[src/smi_pkg.sv]
package smi_pkg;

   localparam int ADDR_W = 10;
   localparam int DATA_W = 16;

   typedef enum logic [1:0] {
      CMD_NONE  = 2'd0,
      CMD_READ  = 2'd1,
      CMD_WRITE = 2'd2
   } command_type;

   typedef struct packed {
      logic              line_out;
      logic              line_drive;
      logic              clock_pulse;
      logic              busy;
      logic              done;
      logic [DATA_W-1:0] read_data;
   } result_type;

endpackage

[src/smi_frame_core.sv]
module smi_frame_core #(
   parameter int PREAMBLE_BITS = 32
) (
   input  logic                          clock,
   input  logic                          reset,
   input  logic                          step,
   input  logic [1:0]                    command,
   input  logic [smi_pkg::ADDR_W-1:0]    reg_address,
   input  logic [smi_pkg::DATA_W-1:0]    write_data,
   input  logic                          line_in,
   output smi_pkg::result_type           result
);

   localparam int PHASE_W = $clog2(PREAMBLE_BITS + 32);
   localparam logic [PHASE_W-1:0] PH_START0 = PHASE_W'(PREAMBLE_BITS);
   localparam logic [PHASE_W-1:0] PH_START1 = PHASE_W'(PREAMBLE_BITS + 1);
   localparam logic [PHASE_W-1:0] PH_OP0    = PHASE_W'(PREAMBLE_BITS + 2);
   localparam logic [PHASE_W-1:0] PH_OP1    = PHASE_W'(PREAMBLE_BITS + 3);
   localparam logic [PHASE_W-1:0] PH_TAIL   = PHASE_W'(PREAMBLE_BITS + 14);
   localparam logic [PHASE_W-1:0] Q_ONE     = PHASE_W'(1);
   localparam logic [PHASE_W-1:0] Q_RD_LAST = PHASE_W'(smi_pkg::DATA_W);
   localparam logic [PHASE_W-1:0] Q_WR_LAST = PHASE_W'(smi_pkg::DATA_W + 1);

   logic [PHASE_W-1:0]         phase_ff, phase_in;
   logic                       busy_ff, busy_in;
   logic                       is_read_ff, is_read_in;
   logic [smi_pkg::ADDR_W-1:0] addr_ff, addr_in;
   logic [smi_pkg::DATA_W-1:0] data_ff, data_in;

   logic                       start, active, rd;
   logic [PHASE_W-1:0]         p, q;
   logic [smi_pkg::ADDR_W-1:0] addr_cur;
   logic [smi_pkg::DATA_W-1:0] data_cur;
   logic                       done;

   always_comb begin
      start    = !busy_ff && (command == smi_pkg::CMD_READ || command == smi_pkg::CMD_WRITE);
      active   = busy_ff || start;
      rd       = busy_ff ? is_read_ff : (command == smi_pkg::CMD_READ);
      addr_cur = busy_ff ? addr_ff : reg_address;
      data_cur = busy_ff ? data_ff : (rd ? '0 : write_data);
      p        = busy_ff ? phase_ff : '0;
      q        = p - PH_TAIL;
      done     = 1'b0;
      addr_in  = addr_cur;
      data_in  = data_cur;

      result.line_out    = 1'b1;
      result.line_drive  = 1'b1;
      result.clock_pulse = active;
      result.busy        = active;
      result.done        = 1'b0;
      result.read_data   = '0;

      if (active) begin
         if (p < PH_START0) begin
            result.line_out = 1'b1;
         end else if (p == PH_START0) begin
            result.line_out = 1'b0;
         end else if (p == PH_START1) begin
            result.line_out = 1'b1;
         end else if (p == PH_OP0) begin
            result.line_out = rd;
         end else if (p == PH_OP1) begin
            result.line_out = !rd;
         end else if (p < PH_TAIL) begin
            result.line_out = addr_cur[smi_pkg::ADDR_W-1];
            addr_in = {addr_cur[smi_pkg::ADDR_W-2:0], 1'b0};
         end else if (rd) begin
            result.line_out   = 1'b0;
            result.line_drive = 1'b0;
            if (q != '0) begin
               data_in = {data_cur[smi_pkg::DATA_W-2:0], line_in};
               if (q >= Q_RD_LAST) begin
                  done             = 1'b1;
                  result.read_data = data_in;
               end
            end
         end else begin
            if (q == '0) begin
               result.line_out = 1'b1;
            end else if (q == Q_ONE) begin
               result.line_out = 1'b0;
            end else begin
               result.line_out = data_cur[smi_pkg::DATA_W-1];
               data_in = {data_cur[smi_pkg::DATA_W-2:0], 1'b0};
               if (q >= Q_WR_LAST) begin
                  done = 1'b1;
               end
            end
         end
      end
      result.done = done;

      busy_in    = active && !done;
      phase_in   = (active && !done) ? p + Q_ONE : '0;
      is_read_in = active ? rd : is_read_ff;
   end

   always_ff @(posedge clock) begin
      if (reset) begin
         phase_ff   <= '0;
         busy_ff    <= 1'b0;
         is_read_ff <= 1'b0;
         addr_ff    <= '0;
         data_ff    <= '0;
      end else if (step && active) begin
         phase_ff   <= phase_in;
         busy_ff    <= busy_in;
         is_read_ff <= is_read_in;
         addr_ff    <= addr_in;
         data_ff    <= data_in;
      end
   end

endmodule

[src/smi_management_frame_master.sv]
// Management-bus frame master, one beat per bit period of the serial line.
// Request channel: req_valid/req_stall carry command, register address, write
// word and the sampled data-line level for one bit period. An idle master
// starts a read or write frame on a read or write command; commands are
// ignored while a frame is running.
// Response channel: rsp_valid/rsp_stall carry, for each request beat, the line
// level, drive enable, clock pulse, busy and done flags and the read word,
// which is non-zero only on the final beat of a read frame.
// From request acceptance to the response beat each beat passes one input
// register and one result register. Throughput is one beat per cycle while
// the receiver does not stall; the frame state advances as each beat moves
// from the input register to the result register.
// A write frame spans PREAMBLE_BITS + 32 beats, a read frame PREAMBLE_BITS + 31.
// Reset is synchronous and returns the master to idle with both registers
// empty. When the receiver stalls, the result register holds its beat, the
// input register fills behind it and req_stall then rises; nothing is lost.
module smi_management_frame_master #(
   parameter int PREAMBLE_BITS = 32
) (
   input  logic                       clock,
   input  logic                       reset,
   input  logic                       req_valid,
   output logic                       req_stall,
   input  logic [1:0]                 req_command,
   input  logic [smi_pkg::ADDR_W-1:0] req_reg_address,
   input  logic [smi_pkg::DATA_W-1:0] req_write_data,
   input  logic                       req_line_in,
   output logic                       rsp_valid,
   input  logic                       rsp_stall,
   output logic                       rsp_line_out,
   output logic                       rsp_line_drive,
   output logic                       rsp_clock_pulse,
   output logic                       rsp_busy_res,
   output logic                       rsp_done_res,
   output logic [smi_pkg::DATA_W-1:0] rsp_read_data
);

   logic                       in_valid_ff, in_valid_in;
   logic [1:0]                 cmd_ff;
   logic [smi_pkg::ADDR_W-1:0] addr_ff;
   logic [smi_pkg::DATA_W-1:0] wdata_ff;
   logic                       lin_ff;
   logic                       out_valid_ff, out_valid_in;
   smi_pkg::result_type        res_ff, res_next;
   logic                       advance, accept;

   assign advance   = in_valid_ff && (!out_valid_ff || !rsp_stall);
   assign req_stall = in_valid_ff && !advance;
   assign accept    = req_valid && !req_stall;

   always_comb begin
      in_valid_in  = accept || (in_valid_ff && !advance);
      out_valid_in = advance || (out_valid_ff && rsp_stall);
   end

   smi_frame_core #(
      .PREAMBLE_BITS(PREAMBLE_BITS)
   ) u_core (
      .clock      (clock),
      .reset      (reset),
      .step       (advance),
      .command    (cmd_ff),
      .reg_address(addr_ff),
      .write_data (wdata_ff),
      .line_in    (lin_ff),
      .result     (res_next)
   );

   always_ff @(posedge clock) begin
      if (reset) begin
         in_valid_ff  <= 1'b0;
         out_valid_ff <= 1'b0;
      end else begin
         in_valid_ff  <= in_valid_in;
         out_valid_ff <= out_valid_in;
      end
   end

   always_ff @(posedge clock) begin
      if (accept) begin
         cmd_ff   <= req_command;
         addr_ff  <= req_reg_address;
         wdata_ff <= req_write_data;
         lin_ff   <= req_line_in;
      end
      if (advance) begin
         res_ff <= res_next;
      end
   end

   assign rsp_valid       = out_valid_ff;
   assign rsp_line_out    = res_ff.line_out;
   assign rsp_line_drive  = res_ff.line_drive;
   assign rsp_clock_pulse = res_ff.clock_pulse;
   assign rsp_busy_res    = res_ff.busy;
   assign rsp_done_res    = res_ff.done;
   assign rsp_read_data   = res_ff.read_data;

endmodule

[config.mk]
export PLATFORM = sky130hd
export DESIGN_NAME = smi_management_frame_master
export DESIGN_NICKNAME = d
export VERILOG_FILES = /design/src/smi_pkg.sv /design/src/smi_frame_core.sv /design/src/smi_management_frame_master.sv
export SDC_FILE = /design/constraint.sdc
export NUM_CORES = 1
export LEC_CHECK = 0
export BUFFER_PORTS_ARGS = -buffer_cell sky130_fd_sc_hd__clkbuf_2
export CAP_MARGIN = 20
export CORE_ASPECT_RATIO = 1.4
export CORE_MARGIN = 2
export CORE_UTILIZATION = 50
export DETAILED_ROUTE_END_ITERATION = 10
export PLACE_DENSITY = 0.74
export SYNTH_ARGS = -nofsm -noshare
export SYNTH_HDL_FRONTEND = slang
export SYNTH_SLANG_ARGS = --single-unit
[constraint.sdc]
create_clock -name clock -period 8.95 [get_ports clock]
set_input_delay 0.895 -clock clock [delete_from_list [all_inputs] [get_ports clock]]
set_output_delay 0.895 -clock clock [all_outputs]
set_load 0.05 [all_outputs]
==> impl_metrics.ini <==
[outcome]
status = finished, final reports clean

[routing]
drt-initial-drc-count = 319
avgRoutedWirePerCell_um = 13.6
routed_wl_um = 6960
routed_via_density = 5.36
drc = 0
ant_nets = 0
vias = 2741
drtPass1Iterations = 4

[setup_path]
start_kind = flip-flop
crit_arrival_ns = 3.65
crit_type = reg -> reg
crit_fanout = 63
required_ns = 9.19
critPathCaptureType = flip-flop

[placed_design]
dpl_cell_area_sq_um = 4210
port_buffers = 55
routabilityCongestion = 0.818
dp_cells = 494
pre_cts_ws_ns = 5.32
dp_hpwl_um = 4700

[clock_network]
post_cts_buffers = 0
cts_made_buffers = 9
cts_num_sinks = 85
cts_tree = done
cts-htree-levels = 3
clkTransAtPathRegs_ns = 0.07
clock-root-buffer = clkbuf_8
cts_resized = 0
cts.path.max_buffers = 2
cts-hold-fix-buffers = 0
clock_latency_ns = 0.35

[floorplan]
rows = 38
die_h_um = 109
initial_utilization_pct = 51.1
die_area_sq_um = 8610
ios = 56
core_sq_um = 7700
die_width_um = 79.0

[sta]
fin_ws_ns = 5.54
setup_violations = 0
min_period_over_period_pct = 38.1
skew_ns = 0.00687
slew_viol_final = 0
tightest_slew_ns = 0.997
finalSetupTns_ns = 0
rsz0062_at_grt = no
relSlewSlack_pct = 33.5
fmax_ghz = 0.293
fin_crit_ns = 3.41
hold_violations = 0
holdWs_ns = 0.476

[power]
powerDensity_nw_per_um2 = 172
leakage_nw = 1.65
power_mw = 0.756
peakVddDrop_uv = 128

[global_route]
first_global_vias = 2562
grt_usage_pct = 17.2
grt_max_degree = 64
antenna_found_initial = 0
grt_pass1_wl_um = 11600
overflow = 0

[synthesis]
synth-edff-count = 49
syn-num-nets = 406
ys_async_sr_fraction_pct = 0
syn_area_sq_um = 3940
ys.flop_type = edfxtp_1
ys_seq_elements = 85
syn-mean-instance-area_sq_um = 10.8
synthCells = 366
ys_types = 53
ys_warn_count = 0
yosysSeqAreaShare_pct = 55.7

[layout]
final_nets = 446
finish.instance_area_sq_um = 4390
antennaDiodeCount = 0
area_delta_synth_final_pct = 11.6
final_util_pct = 57.0
stdcell_count = 511
layout-drive-gt1-share_pct = 21.2

[job]
max_cap_violations = 0

[min_path]
min_path_type = reg -> reg
## worst max-delay path, cell delays in order (launching register included)
cell and delay, ns:
dfxtp_2 0.32, buf_4 0.53, and2_1 0.32, inv_1 0.09
ha_1 0.19, or4b_4 0.20, nand3_2 0.10, or4b_1 0.86
a21oi_4 0.38, nor2_1 0.07, a211oi_1 0.24
## path summary, 6_finish.rpt
check	from	endpoint	slack [ns]	depth (start not counted)
setup / recovery	u_core.busy_ff	u_core.addr_ff[2]	5.54	10
hold / removal	u_core.data_ff[14]	u_core.data_ff[14]	0.48	2
setup reg to reg	u_core.busy_ff	u_core.addr_ff[2]	5.54	10
hold reg to reg	u_core.data_ff[14]	u_core.data_ff[14]	0.48	2
## layout by cell type (no fill, tap or decap), types with 5 or more instances in the layout
cell type / instances
a21o_1: 5
a21oi_1: 25
edfxtp_1: 49
dfxtp_1: 35
a211oi_1: 6
clkbuf_8: 10
nor3b_1: 18
nand2_1: 24
inv_1: 10
nand3_1: 6
nor2_1: 41
ha_1: 7
nor3_1: 23
nand3b_1: 14
mux2i_1: 19
clkbuf_2: 55
o22ai_1: 6
## synth_stat cells, drive strengths merged, types with 5 or more instances
master	number	area [sq um]
edfxtp	49	1470
nor2	41	154
dfxtp	36	721
a21oi	27	158
nand2	24	90.1
nor3	23	115
mux2i	19	190
buf	18	111
nor3b	18	135
nand3b	14	105
clkbuf	12	45.0
inv	10	37.5
a211oi	9	82.6
ha	7	87.6
nand3	7	40.0
o22ai	6	37.5
a21o	5	37.5
## registers in the layout, summed over array words and instances (netlist names)
register / cells
rsp_read_data: 16
u_core.data_ff: 16
wdata_ff: 16
addr_ff: 10
u_core.addr_ff: 10
u_core.phase_ff: 6
cmd_ff: 2
in_valid_ff: 1
lin_ff: 1
rsp_busy_res: 1
rsp_done_res: 1
rsp_line_drive: 1
rsp_line_out: 1
rsp_valid: 1
u_core.busy_ff: 1
u_core.is_read_ff: 1
## metal layers
layer  vias to the layer above  wire length [um]  global-route usage (%)
met5                         -                 0                       0
met4                         0               145                    8.62
met3                        12               339                    3.15
met2                        70              3140                    26.8
met1                      1260              3330                    23.2
li1                       1399                 -                       -
## cell families after synthesis
group | count (synthesis) | synth area share [%]
and+or+nand+nor | 146 | 19.9
DFF | 85 | 55.7
AOI/OAI and AO/OA | 66 | 11.7
buffers and inverters | 40 | 4.93
muxes | 20 | 5.12
adders and majority gates | 7 | 2.23
xor gates and xnor gates | 2 | 0.445
## cell type report
type | instances | area [sq um]
Multi-Input combinational cell | 241 | 1560
Tap cell | 100 | 125
Timing Repair Buffer | 59 | 313
Sequential cell | 85 | 2190
Inverter | 10 | 37.5
Clock buffer | 11 | 141
Fill cell | 705 | 3310
Clock inverter | 5 | 26.3
## power breakdown
group	internal (mW)	switching, mW	leakage (nW)
Sequential	0.433	0.00737	0.747
Combinational	0.0264	0.0563	0.815
Clock	0.106	0.127	0.0865
Power figures use the tool's default switching activity.
